`src/hw/rtl/blsp_pkg.sv`:
```
// Shared types and constants of the binary-load segment parser.
package blsp_pkg;

  // Largest number of data bytes in one chunk.
  localparam int unsigned CHUNK_BYTES = 1024;
  localparam int unsigned ChunkOffW   = $clog2(CHUNK_BYTES);
  localparam logic [ChunkOffW-1:0] ChunkOffLast = ChunkOffW'(CHUNK_BYTES - 1);

  localparam logic [15:0] HeaderWord = 16'hFFFF;
  localparam logic [15:0] CountMax   = 16'hFFFF;

  typedef enum logic [1:0] {
    OP_BYTE      = 2'd0,
    OP_LAST_BYTE = 2'd1,
    OP_EOF       = 2'd2,
    OP_EOF_ALT   = 2'd3
  } opcode_e;

  typedef enum logic [2:0] {
    OUT_PARSING = 3'd0,
    OUT_OK      = 3'd1,
    OUT_WARN    = 3'd2,
    OUT_FAIL    = 3'd3,
    OUT_IGNORED = 3'd4
  } outcome_e;

  typedef enum logic [3:0] {
    PH_HDR_LO   = 4'd0,
    PH_HDR_HI   = 4'd1,
    PH_START_LO = 4'd2,
    PH_START_HI = 4'd3,
    PH_END_LO   = 4'd4,
    PH_END_HI   = 4'd5,
    PH_DATA     = 4'd6,
    PH_NEXT_LO  = 4'd7,
    PH_NEXT_HI  = 4'd8,
    PH_MARK_LO  = 4'd9,
    PH_MARK_HI  = 4'd10,
    PH_OK       = 4'd11,
    PH_WARN     = 4'd12,
    PH_FAIL     = 4'd13
  } phase_e;

  typedef struct packed {
    phase_e                 phase;
    logic [7:0]             held_low_byte;
    logic [15:0]            current_address;
    logic [15:0]            segment_end;
    logic [ChunkOffW-1:0]   chunk_offset;
    logic [15:0]            chunk_total;
    logic [15:0]            chunk_index;
  } state_t;

  typedef struct packed {
    logic       byte_valid;
    logic [7:0] out_byte;
    logic [15:0] load_address;
    logic [15:0] chunk_number;
    logic       chunk_first;
    outcome_e   outcome;
  } result_t;

  function automatic logic phase_done(phase_e ph);
    return (ph == PH_OK) || (ph == PH_WARN) || (ph == PH_FAIL);
  endfunction

endpackage

```
`src/hw/rtl/blsp_step.sv`:
```
// Next-state and result logic for one file byte or end-of-file transaction.
module blsp_step import blsp_pkg::*; (
  input  state_t     state_i,
  input  logic [1:0] opcode_i,
  input  logic [7:0] in_byte_i,
  output state_t     state_o,
  output result_t    result_o
);

  logic        has_byte;
  logic        eof;
  logic [15:0] word;
  state_t      mid;
  result_t     res;

  assign has_byte = (opcode_i == OP_BYTE) || (opcode_i == OP_LAST_BYTE);
  assign eof      = (opcode_i != OP_BYTE);
  assign word     = {in_byte_i, state_i.held_low_byte};

  always_comb begin
    mid = state_i;
    res = '0;
    res.outcome = OUT_PARSING;

    if (phase_done(state_i.phase)) begin
      res.outcome = OUT_IGNORED;
    end else begin
      if (has_byte) begin
        case (state_i.phase)
          PH_HDR_LO, PH_START_LO, PH_END_LO, PH_NEXT_LO, PH_MARK_LO: begin
            mid.held_low_byte = in_byte_i;
            mid.phase = phase_e'(state_i.phase + 4'd1);
          end
          PH_HDR_HI: begin
            mid.phase = (word == HeaderWord) ? PH_START_LO : PH_FAIL;
          end
          PH_START_HI, PH_MARK_HI: begin
            mid.current_address = word;
            mid.phase = PH_END_LO;
          end
          PH_END_HI: begin
            mid.segment_end = word;
            if (word < state_i.current_address) begin
              mid.phase = PH_WARN;
            end else begin
              mid.chunk_offset = '0;
              mid.phase = PH_DATA;
            end
          end
          PH_NEXT_HI: begin
            if (word == HeaderWord) begin
              mid.phase = PH_MARK_LO;
            end else begin
              mid.current_address = word;
              mid.phase = PH_END_LO;
            end
          end
          PH_DATA: begin
            if (state_i.chunk_offset == '0) begin
              res.chunk_first = 1'b1;
              mid.chunk_index = state_i.chunk_total;
              if (state_i.chunk_total != CountMax) begin
                mid.chunk_total = state_i.chunk_total + 16'd1;
              end
            end
            res.byte_valid   = 1'b1;
            res.out_byte     = in_byte_i;
            res.load_address = state_i.current_address;
            res.chunk_number = mid.chunk_index;
            mid.chunk_offset = (state_i.chunk_offset == ChunkOffLast) ? '0 :
                               state_i.chunk_offset + 1'b1;
            if (state_i.current_address == state_i.segment_end) begin
              mid.phase = PH_NEXT_LO;
            end
            mid.current_address = state_i.current_address + 16'd1;
          end
          default: begin
          end
        endcase
      end

      // End of file is applied after the byte, so a last byte may finish the file.
      if (eof && !phase_done(mid.phase)) begin
        case (mid.phase)
          PH_HDR_LO, PH_HDR_HI, PH_START_LO, PH_START_HI: begin
            mid.phase = PH_FAIL;
          end
          PH_END_LO, PH_END_HI: begin
            mid.phase = (mid.chunk_total == '0) ? PH_FAIL : PH_WARN;
          end
          PH_NEXT_LO: begin
            mid.phase = PH_OK;
          end
          default: begin
            mid.phase = PH_WARN;
          end
        endcase
      end

      case (mid.phase)
        PH_OK:   res.outcome = OUT_OK;
        PH_WARN: res.outcome = OUT_WARN;
        PH_FAIL: res.outcome = OUT_FAIL;
        default: res.outcome = OUT_PARSING;
      endcase
    end
  end

  assign state_o  = mid;
  assign result_o = res;

endmodule

```
`src/hw/rtl/binary_load_segment_parser.sv`:
```
// Top level of the binary-load segment parser with its result register.
// The parser takes one byte of an executable file per transaction and gives exactly one
// result per transaction: the data byte with its load address and chunk number, or
// just the parse outcome. It accepts a transaction in every cycle in which no result waits
// or the downstream side takes the waiting one; the result register gives each result in the
// cycle after its transaction is taken; a new result may replace it as it is taken.
// After the parse finishes, every further transaction returns the ignored outcome.
module binary_load_segment_parser import blsp_pkg::*; (
  input  logic        clk_i,
  input  logic        rst_ni,
  input  logic        in_valid_i,
  output logic        in_ready_o,
  input  logic [1:0]  opcode_i,
  input  logic [7:0]  in_byte_i,
  output logic        out_valid_o,
  input  logic        out_ready_i,
  output logic        byte_valid_o,
  output logic [7:0]  out_byte_o,
  output logic [15:0] load_address_o,
  output logic [15:0] chunk_number_o,
  output logic        chunk_first_o,
  output logic [2:0]  outcome_o
);

  state_t  state_q, state_d;
  result_t res_q, res_d;
  logic    out_valid_q;
  logic    in_accept;

  assign in_ready_o = !out_valid_q || out_ready_i;
  assign in_accept  = in_valid_i && in_ready_o;

  blsp_step u_step (
    .state_i  (state_q),
    .opcode_i (opcode_i),
    .in_byte_i(in_byte_i),
    .state_o  (state_d),
    .result_o (res_d)
  );

  always_ff @(posedge clk_i or negedge rst_ni) begin
    if (!rst_ni) begin
      state_q <= '{phase: PH_HDR_LO, default: '0};
      out_valid_q <= 1'b0;
    end else begin
      if (in_accept) begin
        state_q <= state_d;
        out_valid_q <= 1'b1;
      end else if (out_ready_i) begin
        out_valid_q <= 1'b0;
      end
    end
  end

  always_ff @(posedge clk_i) begin
    if (in_accept) begin
      res_q <= res_d;
    end
  end

  assign out_valid_o    = out_valid_q;
  assign byte_valid_o   = res_q.byte_valid;
  assign out_byte_o     = res_q.out_byte;
  assign load_address_o = res_q.load_address;
  assign chunk_number_o = res_q.chunk_number;
  assign chunk_first_o  = res_q.chunk_first;
  assign outcome_o      = res_q.outcome;

  // A finished parse never restarts.
  assert property (@(posedge clk_i) disable iff (!rst_ni)
    phase_done(state_q.phase) |=> phase_done(state_q.phase))
    else $error("parser left a finished phase");

  // A transaction taken after the parse finished yields the ignored outcome.
  assert property (@(posedge clk_i) disable iff (!rst_ni)
    in_accept && phase_done(state_q.phase) |=>
      out_valid_o && !byte_valid_o && (outcome_o == OUT_IGNORED))
    else $error("transaction after finish not ignored");

  // A data byte never comes with a failed or ignored outcome.
  assert property (@(posedge clk_i) disable iff (!rst_ni)
    out_valid_o && byte_valid_o |-> (outcome_o != OUT_FAIL) && (outcome_o != OUT_IGNORED))
    else $error("data byte with failed or ignored outcome");

  // The chunk count only grows.
  assert property (@(posedge clk_i) disable iff (!rst_ni)
    1'b1 |=> state_q.chunk_total >= $past(state_q.chunk_total))
    else $error("chunk count went down");

endmodule
```
`config.mk`:
```
export PLATFORM = sky130hd
export DESIGN_NAME = binary_load_segment_parser
export DESIGN_NICKNAME = d
export VERILOG_FILES = /design/src/hw/rtl/blsp_pkg.sv /design/src/hw/rtl/blsp_step.sv /design/src/hw/rtl/binary_load_segment_parser.sv
export SDC_FILE = /design/constraint.sdc
export NUM_CORES = 1
export LEC_CHECK = 0
export BUFFER_PORTS_ARGS = -buffer_cell sky130_fd_sc_hd__buf_2
export CAP_MARGIN = 20
export CORE_MARGIN = 10
export CORE_UTILIZATION = 57
export CTS_BUF_LIST = sky130_fd_sc_hd__clkbuf_4
export DETAILED_ROUTE_END_ITERATION = 7
export HOLD_SLACK_MARGIN = 0.08
export PLACE_DENSITY = 0.79
export SYNTH_ARGS = -nofsm -noshare
export SYNTH_HDL_FRONTEND = slang
export SYNTH_SLANG_ARGS = --single-unit
```
`constraint.sdc`:
```
create_clock -name clk_i -period 3.3 [get_ports clk_i]
set_input_delay 0.165 -clock clk_i [delete_from_list [all_inputs] [get_ports clk_i]]
set_output_delay 0.165 -clock clk_i [all_outputs]
set_load 0.005 [all_outputs]
```
==> impl_results.md <==
- Hold WS: 0.09997 ns
- Post-synthesis cell count: 718
- Max-capacitance violation count: 0
- DPL Wire Length: 13370 um
- Number of synthesized flops with an enable pin: 45
- Netlist cell types: 68
- Worst Tran Pin Value: 0.6748 ns
- DR iter-0 viols: 678
- Synthesized area: 7353 um^2
- Crit Path Class: reg2reg
- Post-Layout Cell Count: 976
- Share of the synthesized area in the top cell type: 29.61%
- Final Hold Viols: 0
- Post-CTS Setup Bufs: 0
- Place WS: 0.1828 ns
- Layout cell share with drive strength beyond 1: 21.30%
- Die area: 17840 um^2
- Root buffer cell: clkbuf_4
- Sequential-to-total area share from yosys stat: 47.98%
- Vias/cell: 6.151
- Final Setup Violations: 0
- CTS Buffer Depth: 2
- Worst path buffer plus inverter count: 1
- Worst Skew: 0.01937 ns
- CTS tree: done
- Slowest stage delay, CP: 0.62 ns
- Largest area contributor in the synthesized netlist: dfrtp_1
- WL/cell: 19.20 um
- Total GRT Usage: 21.06%
- Initial antenna violation count: 1
- Pwr per Cell Area: 663.6 nW/um^2
- Clk Latency, worst-skew pair: 0.58 ns
- Static leakage: 3.578 nW
- Worst vdd ir: 0.5739 mV
- Largest net degree at the start of global routing: 54
- Layout Area Growth over Synthesis: 12.59%
- Placer Congestion: 0.9451
- Grt ovf: 0
- Initial Util: 58.27%
- Final worst slack: 0.1404 ns
- Crit path capture type: flop
- Max Slew Vio Count: 0
- Syn_nets: 755
- Worst path required time: 3.70 ns
- Total Routed Length: 18740 um
- FFs w/ async S/R, synth: 65.91%
- Flops & latches, synth: 132
- Number of global-route vias before repair: 5798
- Core area: 12620 um^2
- DIE WIDTH: 133.6 um
- Max stage delay cell, worst path: or4b_2
- Finished Cell Area: 8279 um^2
- DRC viols: 0
- Hold crit path type: in2async
- Crit-path max FO: 6
- Period utilization: 95.75%
- Worst-path cell chain: inv_1 -> ha_1 -> and4_1 -> and2_1 -> or4b_2 -> nand4_1 -> a31oi_2 -> nor4_2 -> o21ai_1 -> a211oi_2
- Syn. warnings: 0
- CP delay by family, top: simple AND/OR/NAND/NOR gates
- Total number of vias: 6003
- Top Ports: 61
- Predominant post-synthesis flop cell: dfrtp_1
- Pre-Repair DR Iteration Count: 5
- Htree depth: 4
- TritonCTS Sinks: 132
- Ranking of synthesized cells by area: dfrtp_1 30%, edfxtp_1 18%, mux2_2 5.2%
- # port buffers: 60
- Post-route ant nets: 0
- Top cells by count, synth: 87 x dfrtp_1, 80 x nor2_1, 45 x edfxtp_1, 44 x o21ai_0, 36 x nand2_1
- Critical Path Start Type: flop
- Worst rel slew slack: 54.64%
- CTS Buf Count: 17
- First-pass GRT wire length: 30330 um
- Peak Freq: 316.5 MHz
- Sum of negative setup slack: 0 ns
- WP data arrival: 3.56 ns
- Core Rows: 41
- Syn Area/Cell: 10.24 um^2
- Placed Cells: 930
- Final nets: 827
- Chip height: 133.6 um
- Period minus WS final: 3.160 ns
- Clk pin slew, worst setup/hold paths: 0.12 ns
- Status: complete, no violations
- Most frequent cell after synthesis: dfrtp_1
- Placed inst area: 7835 um^2
## per-layer routing
| metal | part of all wire (%) | up-vias | GRT usage, % |
|---|---|---|---|
| li1 | - | 2786 | - |
| met3 | 9.5 | 45 | 5.902 |
| met1 | 45 | 2889 | 29.42 |
| met2 | 43 | 283 | 30.20 |
| met5 | 0 | - | 0 |
| met4 | 2.0 | 0 | 8.162 |
## cell usage in the layout (no fill, tap or decap), types with 23 or more instances in the layout
cell type,synthesis,layout
nand2_1,36,36
edfxtp_1,45,45
nor2_1,80,79
o21ai_0,44,44
a21oi_1,29,29
mux2_2,34,34
ha_1,23,23
buf_4,3,26
inv_1,25,25
buf_2,5,59
dfrtp_1,87,87
## registers in the layout (all words and copies together), names as in the netlist
signal and cells:
state_q 86, chunk_number_o 16, load_address_o 16, out_byte_o 8, outcome_o 3, byte_valid_o 1, chunk_first_o 1, out_valid_o 1
## through the flow
step | utilization, % | power, mW
4_1_cts | 65.36 | 5.431
2_1_floorplan | - | 3.713
5_1_grt | 65.61 | 5.816
6_report | 65.61 | 5.494
3_5_place_dp | 62.09 | 4.325
3_3_place_gp | 62.09 | 4.248
## path summary, 6_finish.rpt
path / startpoint / endpoint / slack, ns / depth (start not counted)
worst max-delay path: state_q[72]$_DFFE_PN0P_ / outcome_o[0]$_SDFFCE_PP0P_ / 0.14 / 10
worst min-delay path: rst_ni / state_q[55]$_DFFE_PN0P_ / 0.1 / 2
worst max register to register: state_q[72]$_DFFE_PN0P_ / outcome_o[0]$_SDFFCE_PP0P_ / 0.14 / 10
worst min register to register: state_q[6]$_DFFE_PN0P_ / state_q[6]$_DFFE_PN0P_ / 0.52 / 1
max in group asynchronous: rst_ni / state_q[5]$_DFFE_PN0P_ / 2.43 / 3
min in group clk_i: out_ready_i / outcome_o[0]$_SDFFCE_PP0P_ / 0.18 / 3
## area by class of cell
class                      instances  area [um^2]
sequential                       132         3528
inverter                          26        100.1
multi-input combinational        515         3530
antenna                            1        2.502
timing repair buffer              98        620.6
tap                              172        215.2
clock buffer                      17        127.6
fill                            1024         4340
clock inverter                    15        155.1
## logic make-up (layout without fill, tap and decap cells)
group                      count (synthesis)  in the layout  share of synthesized area [%]
AOI/OAI and AO/OA                        151            151                          13.36
xor gates and xnor gates                  34             34                          4.050
adders and majority gates                 23             23                          3.914
buffers and inverters                     71            156                          4.441
DFF                                      132            132                          47.98
muxes                                     53             53                          7.793
other                                      0              1                              0
and+or+nand+nor                          254            254                          18.46
## power breakdown
part	switching (mW)	internal (mW)	total, mW	leakage [nW]
Clock	0.642	0.452	1.09	0.145
Sequential	0.323	2.00	2.32	1.59
Combinational	1.22	0.861	2.08	1.85
Total	2.18	3.31	5.49	3.58
## what timing repair did
| action | in CTS | in global routing |
|---|---|---|
| gates resized for setup | 0 | 6 |
| setup endpoints to repair | 0 | 4 |
| hold buffers | 13 | 0 |
| hold endpoints to repair | 83 | 0 |
(Power assumes the default switching activity.)
